## src/rtl/obs_pkg.sv

```systemverilog
// Shared constants for the oversampled bit slicer.
package obs_pkg;

  // Width of the samples_per_bit configuration register.
  localparam int CFG_W = 6;

  // Reset value and lower clamp of the window length.
  localparam logic [CFG_W-1:0] SPB_RESET = 6'd8;
  localparam logic [CFG_W-1:0] SPB_MIN   = 6'd2;

  // Register index of samples_per_bit on the configuration port.
  localparam logic ADDR_SPB = 1'b0;

  // Byte width of the stream data buses.
  localparam int TDATA_W = 8;

endpackage

```

## src/rtl/oversampled_bit_slicer.sv

```systemverilog
// Oversampled bit slicer: majority vote over a sample window with transition tracking.
// Sequence: a sample that does not complete a window is only stored. A sample that
// completes a window of n passes through the accept, zero-count, search and consume
// states in that order; the bit is valid the cycle after the consume state.
// Flow: one sample at a time; input waits until the sequencer is idle and the bit is taken.
// Reset (rst, synchronous, active high) empties the window and sets samples_per_bit to 8.
module oversampled_bit_slicer #(
  parameter int MAX_SAMPLES_PER_BIT = 32
) (
  input  logic                        clk,
  input  logic                        rst,
  // Input sample stream.
  input  logic                        s_tvalid,
  output logic                        s_tready,
  input  logic [obs_pkg::TDATA_W-1:0] s_tdata,   // [0] sample, [7:1] zero
  // Sliced bit stream.
  output logic                        m_tvalid,
  input  logic                        m_tready,
  output logic [obs_pkg::TDATA_W-1:0] m_tdata,   // [0] sliced_bit, [7:1] zero
  // Configuration port.
  input  logic                        psel,
  input  logic                        penable,
  input  logic                        pwrite,
  input  logic                        paddr,
  input  logic [31:0]                 pwdata,
  output logic [31:0]                 prdata,
  output logic                        pready
);

  // Index width covers the window positions; count width also holds the length itself.
  localparam int IDX_W = $clog2(MAX_SAMPLES_PER_BIT);
  localparam int CNT_W = $clog2(MAX_SAMPLES_PER_BIT + 1);

  // Sequencer states.
  localparam logic [1:0] ST_IDLE  = 2'd0;  // waiting for a sample
  localparam logic [1:0] ST_COUNT = 2'd1;  // counting zeros, one sample per cycle
  localparam logic [1:0] ST_SRCH  = 2'd2;  // searching outward from the middle
  localparam logic [1:0] ST_FIN   = 2'd3;  // consuming samples and emitting the bit

  logic [1:0]                   state;
  logic [obs_pkg::CFG_W-1:0]    samples_per_bit;
  logic [MAX_SAMPLES_PER_BIT-1:0] window;
  logic [CNT_W-1:0]             fill;
  logic [CNT_W-1:0]             idx;
  logic [CNT_W-1:0]             zeros;
  logic [CNT_W-1:0]             consume;

  logic [CNT_W-1:0]             n_len;
  logic [CNT_W-1:0]             mid;
  logic [CNT_W-1:0]             fill_next;
  logic [CNT_W:0]               fwd_pos;
  logic [CNT_W-1:0]             bwd_pos;
  logic                         fwd_ok;
  logic                         bwd_ok;
  logic                         target;
  logic                         fwd_hit;
  logic                         bwd_hit;
  logic [CNT_W-1:0]             consume_eff;
  logic                         s_fire;
  logic                         cfg_write;

  // ---------------------------------------------------------------------------
  // Configuration port. Writes complete in the access phase; pready is tied high.
  // ---------------------------------------------------------------------------
  assign pready    = 1'b1;
  assign cfg_write = psel && penable && pwrite && pready && (paddr == obs_pkg::ADDR_SPB);
  assign prdata    = (paddr == obs_pkg::ADDR_SPB) ?
                     {{(32 - obs_pkg::CFG_W){1'b0}}, samples_per_bit} : 32'd0;

  always_ff @(posedge clk) begin
    if (rst) begin
      samples_per_bit <= obs_pkg::SPB_RESET;
    end else if (cfg_write) begin
      samples_per_bit <= pwdata[obs_pkg::CFG_W-1:0];
    end
  end

  // The window length is clamped to the range the storage supports.
  always_comb begin
    if (samples_per_bit < obs_pkg::SPB_MIN) begin
      n_len = CNT_W'(2);
    end else if (32'(samples_per_bit) > 32'(MAX_SAMPLES_PER_BIT)) begin
      n_len = CNT_W'(MAX_SAMPLES_PER_BIT);
    end else begin
      n_len = CNT_W'(samples_per_bit);
    end
  end

  assign mid = n_len >> 1;

  // ---------------------------------------------------------------------------
  // Handshake. A new sample is taken only while the sequencer is idle and the
  // previous result has been handed off.
  // ---------------------------------------------------------------------------
  assign s_tready = (state == ST_IDLE) && !m_tvalid;
  assign s_fire   = s_tvalid && s_tready;

  // When the store is already full the incoming sample is dropped.
  assign fill_next = (fill < CNT_W'(MAX_SAMPLES_PER_BIT)) ? fill + CNT_W'(1) : fill;

  // ---------------------------------------------------------------------------
  // Transition search. Step idx checks the forward position mid+idx (distance idx)
  // before the backward position mid-1-idx (distance idx+1). This order finds the
  // nearest transition and lets the backward hit win a tie in distance, because a
  // forward hit at the same distance would only be checked on the next step.
  // ---------------------------------------------------------------------------
  assign target  = ~window[mid[IDX_W-1:0]];
  assign fwd_pos = {1'b0, mid} + {1'b0, idx};
  assign fwd_ok  = fwd_pos < {1'b0, n_len};
  assign bwd_ok  = idx < mid;
  assign bwd_pos = mid - idx - CNT_W'(1);
  assign fwd_hit = fwd_ok && (window[fwd_pos[IDX_W-1:0]] == target);
  assign bwd_hit = bwd_ok && (window[bwd_pos[IDX_W-1:0]] == target);

  // A transition found at the very first position consumes the whole window instead.
  assign consume_eff = (consume == '0) ? n_len : consume;

  // ---------------------------------------------------------------------------
  // Sequencer and control state.
  // ---------------------------------------------------------------------------
  always_ff @(posedge clk) begin
    if (rst) begin
      state    <= ST_IDLE;
      fill     <= '0;
      m_tvalid <= 1'b0;
    end else begin
      if (m_tvalid && m_tready) begin
        m_tvalid <= 1'b0;
      end
      unique case (state)
        ST_IDLE: begin
          if (s_fire) begin
            fill <= fill_next;
            if (fill_next >= n_len) begin
              state <= ST_COUNT;
            end
          end
        end
        ST_COUNT: begin
          if (idx == n_len - CNT_W'(1)) begin
            state <= ST_SRCH;
          end
        end
        ST_SRCH: begin
          if (fwd_hit || bwd_hit || (!fwd_ok && !bwd_ok)) begin
            state <= ST_FIN;
          end
        end
        ST_FIN: begin
          fill  <= fill - consume_eff;
          state <= ST_IDLE;
          // A short consume means the bit was already covered; nothing is emitted.
          if (consume_eff > mid) begin
            m_tvalid <= 1'b1;
          end
        end
        default: begin
          state <= ST_IDLE;
        end
      endcase
    end
  end

  // ---------------------------------------------------------------------------
  // Datapath registers: sample store, step counter, zero count, consume count and
  // the output bit. The store's entries above the fill level hold stale data and
  // are never read.
  // ---------------------------------------------------------------------------
  always_ff @(posedge clk) begin
    unique case (state)
      ST_IDLE: begin
        idx   <= '0;
        zeros <= '0;
        if (s_fire && (fill < CNT_W'(MAX_SAMPLES_PER_BIT))) begin
          window[fill[IDX_W-1:0]] <= s_tdata[0];
        end
      end
      ST_COUNT: begin
        if (!window[idx[IDX_W-1:0]]) begin
          zeros <= zeros + CNT_W'(1);
        end
        idx <= (idx == n_len - CNT_W'(1)) ? '0 : idx + CNT_W'(1);
      end
      ST_SRCH: begin
        idx <= idx + CNT_W'(1);
        priority if (fwd_hit) begin
          consume <= fwd_pos[CNT_W-1:0];
        end else if (bwd_hit) begin
          consume <= bwd_pos;
        end else begin
          consume <= n_len;
        end
      end
      ST_FIN: begin
        // The kept samples move down to the bottom of the store.
        window <= window >> consume_eff;
        if (consume_eff > mid) begin
          m_tdata <= {{(obs_pkg::TDATA_W - 1){1'b0}}, !(zeros > mid)};
        end
      end
      default: begin
        idx <= '0;
      end
    endcase
  end

endmodule

```

## config.mk

```make
export PLATFORM = sky130hd
export DESIGN_NAME = oversampled_bit_slicer
export DESIGN_NICKNAME = d
export VERILOG_FILES = /design/src/rtl/obs_pkg.sv /design/src/rtl/oversampled_bit_slicer.sv
export SDC_FILE = /design/constraint.sdc
export NUM_CORES = 1
export LEC_CHECK = 0
export BUFFER_PORTS_ARGS = -buffer_cell sky130_fd_sc_hd__buf_2
export CORE_MARGIN = 1
export CORE_UTILIZATION = 55
export DETAILED_ROUTE_END_ITERATION = 12
export GPL_TIMING_DRIVEN = 0
export PLACE_DENSITY_LB_ADDON = 0.05
export SYNTH_ARGS = -nofsm -noshare
export SYNTH_HDL_FRONTEND = slang
export SYNTH_SLANG_ARGS = --single-unit
```

## constraint.sdc

```tcl
create_clock -name clk -period 9.76 [get_ports clk]
set_input_delay 1.464 -clock clk [delete_from_list [all_inputs] [get_ports clk]]
set_output_delay 1.464 -clock clk [all_outputs]
set_load 0.01 [all_outputs]
```

-- Word level (Yosys, flattened, before mapping)
Index checks and enable logic that the tools add are counted.
- $mul: 0
- equal/unequal tests: 12
- bitwise operators: 2
- shifts and indexed selects: 1
- multiplexer cells: 34
- $lt $le $gt $ge: 14
- add/sub/neg operators: 8
- divide/modulo/power cells: 0
- reduce and logical (&&, ||, !) cells: 27
- operators with widths (kind ; number):
    case mux 32 bit (2 select lines) ; 1
    two-way mux 6 bit ; 10
    bitwise mux 32 bit ; 1
    two-way mux 32 bit ; 1
    >> shifter 32 x 6 -> 32 bit ; 1
    < comparator 5 x 6 -> 1 bit (second input constant) ; 5
    case mux 6 bit (2 select lines) ; 2
    binary-select mux 1 bit (select 5 bit) ; 4
    adder 6 x 1 -> 6 bit (second input constant) ; 3
    case mux 6 bit (3 select lines) ; 1
    greater-than comparator 6 x 5 -> 1 bit ; 2
    subtractor 6 x 1 -> 6 bit (second input constant) ; 2
    logical AND 1 bit ; 11
    two-way mux 1 bit ; 8
    two-way mux 2 bit ; 4
    inequality test 2 bit (second input constant) ; 4
    case mux 2 bit (4 select lines) ; 1
    AND reduction 2 bit ; 4
    adder 5 x 6 -> 7 bit ; 1
    < comparator 7 x 6 -> 1 bit ; 1
    == test 6 bit ; 1
    >= comparator 6 bit ; 1
    greater-than comparator 6 bit (second input constant) ; 1
    logical NOT 6 bit ; 1
    18 further kinds ; 27
- output and inout bits: 43
- logic and storage cells: 107
- memories: 0
- latch bits: 0
- register bits after elaboration: 66
- input bits: 48
- memory bits (writable): 0
- ROM bits: 0

-- Depth between registers and ports, before layout
Gate-level depths: netlist of the first run.
- depth after elaboration: 13
- depth in mapped cells: 18
- depth with buffers taken out: 16

-- Worst setup path before layout of the first run
No wires, ideal clock.
- kind: register to register
- start: reg samples_per_bit[2] (netlist bit)
- end: reg consume[1], data pin
- arrival: 3.921 ns
- slack: 5.570 ns
- buffers on the path: 2
- library setup time: 0.269 ns
- cell stages (with the launch flop): 18
- path through: dfxtp_1 -> clkbuf_1 -> or3_1 -> a21oi_2 -> ha_1 -> fa_1 -> nor2b_1 -> o21ai_0 -> and3_1 -> or2_2 -> ha_1 -> a21o_1 -> a221oi_1 -> o21ai_0 -> a311o_1 -> nor2_1 -> clkbuf_1 -> o21ai_0
- word-level cells in the longest chain between the ends: 11
- elaborated cells on any way between the ends: 22
- classes of those cells: add/sub: 3; order compare: 4; eq/ne: 2; mux: 10; bitwise: 1; reduce/logical: 2
- ends and longest elaborated chain (item ; line ; source):
    start: declaration ; oversampled_bit_slicer.sv:41 ; logic [obs_pkg::CFG_W-1:0] samples_per_bit;
    start signal: assignment ; oversampled_bit_slicer.sv:72 ; samples_per_bit <= obs_pkg::SPB_RESET;
    start signal: assignment ; oversampled_bit_slicer.sv:74 ; samples_per_bit <= pwdata[obs_pkg::CFG_W-1:0];
    greater-than comparator 6 bit ; oversampled_bit_slicer.sv:82 ; end else if (32'(samples_per_bit) > 32'(MAX_SAMPLES_PER_BIT)) begin
    two-way mux 6 bit ; oversampled_bit_slicer.sv:82 ;
    two-way mux 6 bit (*) ; oversampled_bit_slicer.sv:80 ; if (samples_per_bit < obs_pkg::SPB_MIN) begin
    subtractor 5 x 6 -> 6 bit ; oversampled_bit_slicer.sv:111 ; assign bwd_pos = mid - idx - CNT_W'(1);
    subtractor 6 x 1 -> 6 bit ; oversampled_bit_slicer.sv:111 ;
    binary-select mux 1 bit (select 5 bit) ; oversampled_bit_slicer.sv:113 ; assign bwd_hit = bwd_ok && (window[bwd_pos[IDX_W-1:0]] == target);
    two-way mux 1 bit (not written as such) ; oversampled_bit_slicer.sv:113 ;
    == test 1 bit ; oversampled_bit_slicer.sv:113 ;
    logical AND 1 bit ; oversampled_bit_slicer.sv:113 ;
    two-way mux 6 bit ; oversampled_bit_slicer.sv:188 ; end else if (bwd_hit) begin
    two-way mux 6 bit (*) ; oversampled_bit_slicer.sv:186 ; priority if (fwd_hit) begin
    end signal: assignment ; oversampled_bit_slicer.sv:187 ; consume <= fwd_pos[CNT_W-1:0];
    end signal: assignment ; oversampled_bit_slicer.sv:189 ; consume <= bwd_pos;
    end signal: assignment ; oversampled_bit_slicer.sv:191 ; consume <= n_len;
    end: declaration ; oversampled_bit_slicer.sv:46 ; logic [CNT_W-1:0] consume;
Every way passes the cells marked *; elsewhere a longest branch is shown, timed or not. The select of a mux whose other input is x is not followed.
A chain may end at the register's enable or synchronous reset.

-- Final worst setup path of the first run
- start: reg samples_per_bit[1] (netlist bit)
- end: reg consume[1], data pin
Same word-level chain as after synthesis.

==> results of run 1 <==
cells in the final DEF (no fill, tap or decap), types with 9 or more instances in the layout:
master	instances
sky130_fd_sc_hd__a21o_1	9
sky130_fd_sc_hd__a21oi_1	62
sky130_fd_sc_hd__buf_2	28
sky130_fd_sc_hd__buf_4	36
sky130_fd_sc_hd__clkbuf_1	37
sky130_fd_sc_hd__clkbuf_16	9
sky130_fd_sc_hd__conb_1	34
sky130_fd_sc_hd__dfxtp_1	15
sky130_fd_sc_hd__edfxtp_1	51
sky130_fd_sc_hd__ha_1	54
sky130_fd_sc_hd__inv_1	34
sky130_fd_sc_hd__mux2i_1	90
sky130_fd_sc_hd__mux4_2	26
sky130_fd_sc_hd__nand2_1	87
sky130_fd_sc_hd__nand2b_1	9
sky130_fd_sc_hd__nand3_1	38
sky130_fd_sc_hd__nor2_1	79
sky130_fd_sc_hd__nor2b_1	21
sky130_fd_sc_hd__nor3_1	9
sky130_fd_sc_hd__o211ai_1	13
sky130_fd_sc_hd__o21ai_0	23
sky130_fd_sc_hd__o22ai_1	13
sky130_fd_sc_hd__xnor2_1	19
worst max-delay path: cells and delay by family (launching register included):
family / cells / cell delay (ns)
AOI/OAI and AO/OA: 7 / 1.68
and+or+nand+nor: 4 / 0.92
adders and majority gates: 3 / 0.84
buffers and inverters: 3 / 0.96
DFF: 1 / 0.30
kinds of logic after synthesis:
kind of cell | after synthesis | synth area share
multiplexers | 120 | 0.203
AO/OA/AOI/OAI | 186 | 0.163
adder cells (fa/ha/maj) | 57 | 0.0976
flip-flops | 66 | 0.243
other | 2 | 0.000996
buffers and inverters | 121 | 0.0800
XOR/XNOR | 27 | 0.0314
AND/OR/NAND/NOR | 286 | 0.181
stage by stage:
stage	setup WS, ns	power, mW
after floorplan	5.57	0.756
after global placement	4.96	0.875
after detailed placement	4.89	0.891
after CTS	4.87	1.20
after global routing	4.47	1.27
final	4.79	1.21
power groups by stage:
stage               registers (mW)  logic [mW]  clock network, mW
floorplan                    0.370       0.386                  0
global placement             0.382       0.493                  0
detailed placement           0.384       0.507                  0
CTS                          0.378       0.510              0.313
global route                 0.383       0.564              0.328
finish                       0.379       0.517              0.317
layer usage:
metal  wire length (um)  GRT usage  share of wire  vias to the layer above
met5                  0          0              0                        -
met1               9750      0.436           0.42                     3278
met4                944      0.147          0.041                        0
li1                   -          -              -                     3234
met2              11000      0.555           0.47                      321
met3               1640     0.0503          0.070                       62
final cells by class:
cell class              instances  area, um2
fillers                      1160       5030
clock buffers                   9        225
multi-input cells             710       5220
flip-flops and latches         66       1830
plain buffers                  84        464
well taps                     176        220
clock inverters                 7       50.0
repair buffers                 23        115
inverters                      37        139
cell usage after synthesis (4+ instances only):
cell,number,area [um2]
sky130_fd_sc_hd__a21o_1,9,67.6
sky130_fd_sc_hd__o221ai_1,7,61.3
sky130_fd_sc_hd__buf_1,5,18.8
sky130_fd_sc_hd__buf_2,5,25.0
sky130_fd_sc_hd__a211oi_1,6,45.0
sky130_fd_sc_hd__a21oi_1,62,310
sky130_fd_sc_hd__edfxtp_1,51,1530
sky130_fd_sc_hd__nand2_1,87,327
sky130_fd_sc_hd__o22ai_1,13,81.3
sky130_fd_sc_hd__mux2_2,4,45.0
sky130_fd_sc_hd__nand3_1,38,190
sky130_fd_sc_hd__nor2_1,79,297
sky130_fd_sc_hd__xor2_1,8,70.1
sky130_fd_sc_hd__dfxtp_1,15,300
sky130_fd_sc_hd__a311o_1,4,40.0
sky130_fd_sc_hd__o211ai_1,13,97.6
sky130_fd_sc_hd__nor3_1,9,45.0
sky130_fd_sc_hd__ha_1,54,676
sky130_fd_sc_hd__mux2i_1,90,901
sky130_fd_sc_hd__o21ai_0,23,115
sky130_fd_sc_hd__buf_4,36,270
sky130_fd_sc_hd__and3_1,6,37.5
sky130_fd_sc_hd__a31oi_1,8,50.1
sky130_fd_sc_hd__clkbuf_1,37,139
sky130_fd_sc_hd__mux4_2,26,586
sky130_fd_sc_hd__xnor2_1,19,166
sky130_fd_sc_hd__o21a_1,4,30.0
sky130_fd_sc_hd__o31ai_1,4,30.0
sky130_fd_sc_hd__nand2b_1,9,56.3
sky130_fd_sc_hd__inv_1,34,128
sky130_fd_sc_hd__and2_1,8,50.1
sky130_fd_sc_hd__nor2b_1,21,131
state kept, by name (all words and copies together) (netlist names):
| signal | flops |
|---|---|
| state | 2 |
| consume | 6 |
| window | 32 |
| idx | 6 |
| m_tdata | 1 |
| fill | 6 |
| m_tvalid | 1 |
| zeros | 6 |
| samples_per_bit | 6 |
final timing paths:
| check | end | slack [ns] | cells past startpoint |
|---|---|---|---|
| max | consume[1]$_DFFE_PP_ | 4.79 | 17 |
| min reg2reg | m_tvalid$_SDFF_PP0_ | 0.53 | 2 |
| min | m_tvalid$_SDFF_PP0_ | 0.53 | 2 |
| max reg2reg | consume[1]$_DFFE_PP_ | 4.79 | 17 |
==> results.txt, run 1 <==
* Via count of the first global-routing pass: approximately 6700
* Maximum number of pins on one net before global-route repair: 14
- In this run the horizontal extent of the chip is between 100 and 150 um.
- The worst-case IR drop observed on VDD is 0.137 mV.
- The flow ran to the end, and the final reports show no timing, DRC or antenna violations.
* Final total negative setup slack: 0 ns
* # H-tree levels: 3
- Based on the critical path, the design can be clocked at up to between 200 and 250 MHz.
- Synth async-reset ratio: 0
* Launch point of the worst hold path: m_tvalid$_SDFF_PP0_
- TritonCTS built the clock tree.
* Min cycle time layout: 4.97 ns
- After detailed routing, the number of vias per cell comes to about 6.2.
* Setup clock skew after layout: about 0.0052 ns
* Share of the core filled with cells: 0.622
- In this run the standard cell core region covers about 0.013 mm2.
- The congestion estimate from routability-driven global placement came to about 1.0.
* Count of placed standard cells including taps: 1096
- Cell breakdown of the critical path: clkbuf_1 > inv_1 > a21oi_2 > ha_1 > fa_1 > nor2b_1 > o21ai_0 > and3_1 > or2_2 > ha_1 > a21o_1 > a221oi_1 > o21ai_0 > a311o_1 > nor2_1 > clkbuf_1 > o21ai_0
* EDFF count, synth: between 50 and 60
- In the finished design, the share of the clock period the worst path needs comes to 0.509.
- In the global route stage, overall resource usage came out at 0.336.
- Crit Reg-Reg Startpoint: samples_per_bit[1]$_SDFFE_PP0P_
- Kind of critical path: reg2reg
- Before antenna repair, the detailed router went through 5 iterations.
- For the worst setup path, the data required time is approximately 9.9 ns.
- Slowest library cell on the worst path: sky130_fd_sc_hd__a21oi_2
* Number of nets still failing antenna checks after routing: 0
* Count of buffers from port buffering: 23
* Combinational fraction of design power: 0.426
- Via count: between 6000 and 7000
- Static Leak: 3.43 nW
- STA classifies the critical path endpoint as a flip-flop.
* Clock latency on the worst-skew pair: between 0.3 and 0.4 ns
- The area growth from synthesis to layout is 9.69%.
- In this run the vertical extent of the chip is 119 um.
* Critical Path Start Type: flip-flop
- Portion of the post-synthesis area used by sequential elements: 0.243
- The initial antenna violation count is 0.
* Data arrival time of the critical path: between 5 and 6 ns
- Across the run, the number of max-cap violations was 0.
- Number of failing hold endpoints at the final stage: 0
- Tracing the worst setup path back leads to its startpoint at samples_per_bit[1]$_SDFFE_PP0P_.
* Share of total power in the clock network: 0.261
* Cell variety after synth: 73
* Per-cell routed wire length: 20.9 um
- After global routing the overflow that remains totals 0.
- Dominant synthesized flop cell: sky130_fd_sc_hd__edfxtp_1
- Pin placement for this block handled slightly above 90 I/O pins.
- Headroom to the max-slew limit came out at 0.298.
* Cell area after placement: approximately 0.0080 mm2
* #FFs+latches synth: 66
- Setup violations remaining at the end of the flow were counted as 0.
* Post-Syn Area: about 0.0075 mm2
- Post-CTS setup buffer count: 0
- Maximum fanout along the worst path: 10
- Cell Count, Final, Fillers Out: between 1000 and 1500
- The first global-routing pass estimated between 30000 and 40000 um of wire.
- The tightest min-delay check is of the reg2reg type.
- At the pin with the least slew margin, the transition time is around 1.1 ns.
- Delay of the slowest cell on the worst path: around 0.58 ns
- Number of resized instances in the post-cts repair step: 0
- The number of pins with negative max-slew slack in the final report came to 0.
- Hold Buf Count CTS: 0
- Sink count of the clock tree: 66
- The internal portion of the total power is 722 uW.
- Initial Utilization: 0.567
- Hold timing on the final database bottoms out at a slack of between 0.5 and 0.6 ns.
* Fraction of layout instances using a drive strength above 1: 0.142
- Floorplan die area: around 0.014 mm2
- The detailed router finished its first iteration with about 720 violations.
- Root buffer selected by CTS: sky130_fd_sc_hd__clkbuf_16
* Unrepaired setup endpoints after global routing: no
- The floorplan has 42 rows.
* Cell type with the highest occurrence count on the critical path: sky130_fd_sc_hd__o21ai_0
* Detailed-placement wirelength estimate: between 15000 and 20000 um
- Net load switching power: 491 uW
* Antenna diode count: 0
- At the end of the flow, the number of nets in the layout was between 1000 and 1500.
- Warnings, synthesis: 0
- Fraction of power consumed by sequential logic: 0.313
- Of the total power, the share spent switching nets is 0.405.
* Final routed wirelength across all metal layers: approximately 23000 um
- Clock-pin slew was measured on the worst setup and hold paths at 0.06 ns.
- After routing the design area is between 0.008 and 0.009 mm2.
- For this run, design rule violations remaining after detail routing come to 0.
- The number of clock buffers added by TritonCTS is 9.
- Buffers from clock root to sink, at most: 2
* Average footprint of a synthesized cell: 8.71 um2
* Gate count after technology mapping: 865
- Dividing total power by cell area gives a power density of between 100 and 150 mW/mm2.
(Power assumes the default switching activity.)
==> run 2: changes to the inputs <==
Clock period 9.76 ns to 5 ns, I/O delays scaled along.
==> run 2 against run 1 <==
  * Flip-flop and latch count unchanged
  * Clock skew increased by 0.0019 ns
  * Maximum frequency rose by 6.0%
  * Critical path depth unchanged
  * Core utilization grew 0.066 points
  * Non-clock buffer count stayed put
  * Critical path type unchanged
==> results.txt, run 2 (same netlist as run 1, synthesis figures left out) <==
- TritonCTS built the clock tree.
- The HPWL after detailed placement came to 18400 um (unchanged).
- Critical Path Start Type: flip-flop
- The clock latency on the worst-skew pair came to 0.35 ns (about the same).
* Run status: completed
- Final setup violating endpoints: 0 (unchanged)
* Global-route track usage on met2: 0.555 (unchanged)
- Area growth from synthesis to final layout: 9.81%
* Total clock buffers created by CTS: 9 (unchanged)
* Peak supply drop: 0.270 mV (+97%)
* Endpoint of the most critical register-to-register path: state[0]$_SDFFE_PP0P_
* Number of antenna violations at the first check in global routing: 0 (unchanged)
* Initial Utilization: 0.567 (unchanged)
- Maximum fanout along the worst path: 10 (unchanged)
- Setup clock skew after layout: 0.00713 ns (+0.00194 ns)
- The met1 track utilization from global routing is 0.436 (unchanged).
- The core outline area came to 0.0133 mm2 (unchanged).
- Number of nets still failing antenna checks after routing: 0 (unchanged)
* WP data required: 5.28 ns (-4.57 ns)
- Root buffer selected by CTS: sky130_fd_sc_hd__clkbuf_16
- I/O pins: 91 (unchanged)
* Static Leak: 3.43 nW (+0.12%)
- The depth of the CTS H-tree is 3 (unchanged).
* Total number of nets in the final design: 1036 (unchanged)
- Sink count of the clock tree: 66 (unchanged)
- The number of global-route vias before repair came to 6713 (unchanged).
* Minimum setup slack among reg-to-reg paths: 0.31 ns (-4.48 ns)
* First-pass GRT wire length: 36400 um (unchanged)
- Iteration-0 DRC Markers: 723 (unchanged)
- Number of failing hold endpoints at the final stage: 0 (unchanged)
- The pre-CTS setup slack came to 0.135 ns (-4.76 ns).
- The clock slew at the register clock pins of the worst setup and hold paths is 0.06 ns (about the same).
- Number of flip-flops under the largest register name: 32 (unchanged)
- The overall power after layout is 2.37 mW (+95%).
* Via count normalized by instance count: 6.21 (about the same)
- Fraction of layout instances using a drive strength above 1: 0.143 (+0.00107)
- The multi-input combinational cell area came to 0.00523 mm2 (+0.14%).
- The critical path in this run is classified as reg2reg.
- Final global-route overflow total: 0 (unchanged)
* Maximum achievable frequency: 213 MHz (+6.0%)
- Total routing usage reported by global routing: 0.336 (unchanged)
- The final core utilization is 0.623 (+0.000659).
- The data arrival at the endpoint of the critical path is 4.97 ns (-0.09 ns).
- The minimum clock period came to 4.69 ns (-0.282 ns).
- The die footprint came to 0.0142 mm2 (unchanged).
* Post-detailed-route DRC marker count: 0 (unchanged)
- The height of the chip came to 119 um (unchanged).
- Number of detailed-route iterations in the first pass: 5 (unchanged)
* Hold Path End: m_tvalid$_SDFF_PP0_
- Ranked by flip-flop count, first place goes to window.
- Maximum number of pins on one net before global-route repair: 14 (unchanged)
- Layout fillers: 1158 (-0.17%)
- Via count: 6900 (+0.073%)
- The final RePlAce weighted congestion came to 1.05 (unchanged).
* Unrepaired setup endpoints after global routing: no
* Launch point of the worst hold path: m_tvalid$_SDFF_PP0_
- Horizontal die dimension: 119 um (unchanged)
* Commonest cells after routing, fill and taps aside: 90 x sky130_fd_sc_hd__mux2i_1, 87 x sky130_fd_sc_hd__nand2_1, 79 x sky130_fd_sc_hd__nor2_1
- The number of buffers added to fix hold violations after cts came to 0 (unchanged).
* Most common cell after layout, fill and taps aside: sky130_fd_sc_hd__mux2i_1
- Placement Rows: 42 (unchanged)
* Antenna diode count: 0 (unchanged)
- The tightest slew margin relative to the limit is 0.312 (+0.0140).
- The worst register-to-register path begins at samples_per_bit[4]$_SDFFE_PP0P_.
* Final total negative setup slack: 0 ns (unchanged)
- Min-Delay Path Depth: 2 (unchanged)
* MaxCap Viol Count: 0 (unchanged)
* Final routed wirelength across all metal layers: 23400 um (+0.43%)
- The number of pins with negative max-slew slack in the final report was 0 (unchanged).
- Min-delay worst type: reg2reg
- The met3 usage in global routing came to 0.0503 (unchanged).
* Per-cell routed wire length: 21.0 um (+0.43%)
- Areal power density over the cells: 286 mW/mm2 (+95%)
- Buffers from clock root to sink, at most: 2 (unchanged)
* Area of all sequential standard cells: 0.00183 mm2 (unchanged)
- Type of element capturing the critical path: flip-flop
* Gr busiest metal: met2
- Count of buffers from port buffering: 23 (unchanged)
- Reg2Reg Depth: 17 (unchanged)
- The final critical-path setup slack came to 0.310 ns (-4.48 ns).
- The share of the clock period used by the worst path is 0.938 (+0.429).
* Worst slew pin tran: 1.03 ns (-0.0209 ns)
run 2: cell counts in the layout (fill, tap and decap cells not counted):
Identical to the previous run, type by type.
run 2: repair_timing:
action / in CTS / in global routing
setup endpoints to repair: 0 / 7
resized for setup: 0 / 3
setup buffers: 0 / 0
run 2: power by group:
part | switching, mW | internal (mW) | leakage, nW
sequential | 0.0735 | 0.667 | 0.579
clock | 0.278 | 0.339 | 0.141
combinational | 0.607 | 0.404 | 2.71
total | 0.959 | 1.41 | 3.43
run 2: worst max-delay path by stage:
stage	startpoint	to	slack, ns	depth (start not counted)
floorplan	samples_per_bit[2]$_SDFFE_PP0P_	consume[1]$_DFFE_PP_	0.81	17
global placement	samples_per_bit[2]$_SDFFE_PP0P_	consume[2]$_DFFE_PP_	0.20	17
detailed placement	samples_per_bit[2]$_SDFFE_PP0P_	consume[1]$_DFFE_PP_	0.13	17
CTS	samples_per_bit[2]$_SDFFE_PP0P_	consume[1]$_DFFE_PP_	0.11	17
global route	samples_per_bit[4]$_SDFFE_PP0P_	consume[2]$_DFFE_PP_	0.0001	17
finish	samples_per_bit[4]$_SDFFE_PP0P_	state[0]$_SDFFE_PP0P_	0.31	17
run 2: metrics by stage:
step / hold WS [ns] / instance area, um2 / cells
floorplan: 0.499 / 7660 / 897
global placement: 0.510 / 7990 / 1096
detailed placement: 0.529 / 7990 / 1096
CTS: 0.539 / 8270 / 1112
global route: 0.595 / 8280 / 1112
finish: 0.534 / 8280 / 1112
run 2: layout make-up:
class	instances	area share
Sequential cell	66	0.221
Inverter	37	0.0168
Clock buffer	9	0.0272
Timing Repair Buffer	23	0.0139
Buffer	84	0.0562
Multi-Input combinational cell	710	0.632
Clock inverter	7	0.00605
Tap cell	176	0.0266
run 2: per-layer routing:
metal,vias to the layer above,share of wire
li1,3233,-
met2,324,0.47
met1,3282,0.42
met3,61,0.069
met4,0,0.041
met5,-,0
run 2: worst max-delay path, cell delays in order (launching register included):
cell and delay [ns]:
sky130_fd_sc_hd__dfxtp_1 0.31, sky130_fd_sc_hd__clkbuf_1 0.31, sky130_fd_sc_hd__nor2b_1 0.18, sky130_fd_sc_hd__clkbuf_1 0.36
sky130_fd_sc_hd__inv_1 0.31, sky130_fd_sc_hd__ha_1 0.42, sky130_fd_sc_hd__inv_1 0.12, sky130_fd_sc_hd__o21ai_0 0.13
sky130_fd_sc_hd__and3_1 0.24, sky130_fd_sc_hd__or2_2 0.32, sky130_fd_sc_hd__ha_1 0.30, sky130_fd_sc_hd__a21o_1 0.16
sky130_fd_sc_hd__a221oi_1 0.22, sky130_fd_sc_hd__o21ai_0 0.12, sky130_fd_sc_hd__a311o_1 0.31, sky130_fd_sc_hd__or2_2 0.31
sky130_fd_sc_hd__a41o_1 0.26, sky130_fd_sc_hd__a211oi_2 0.21
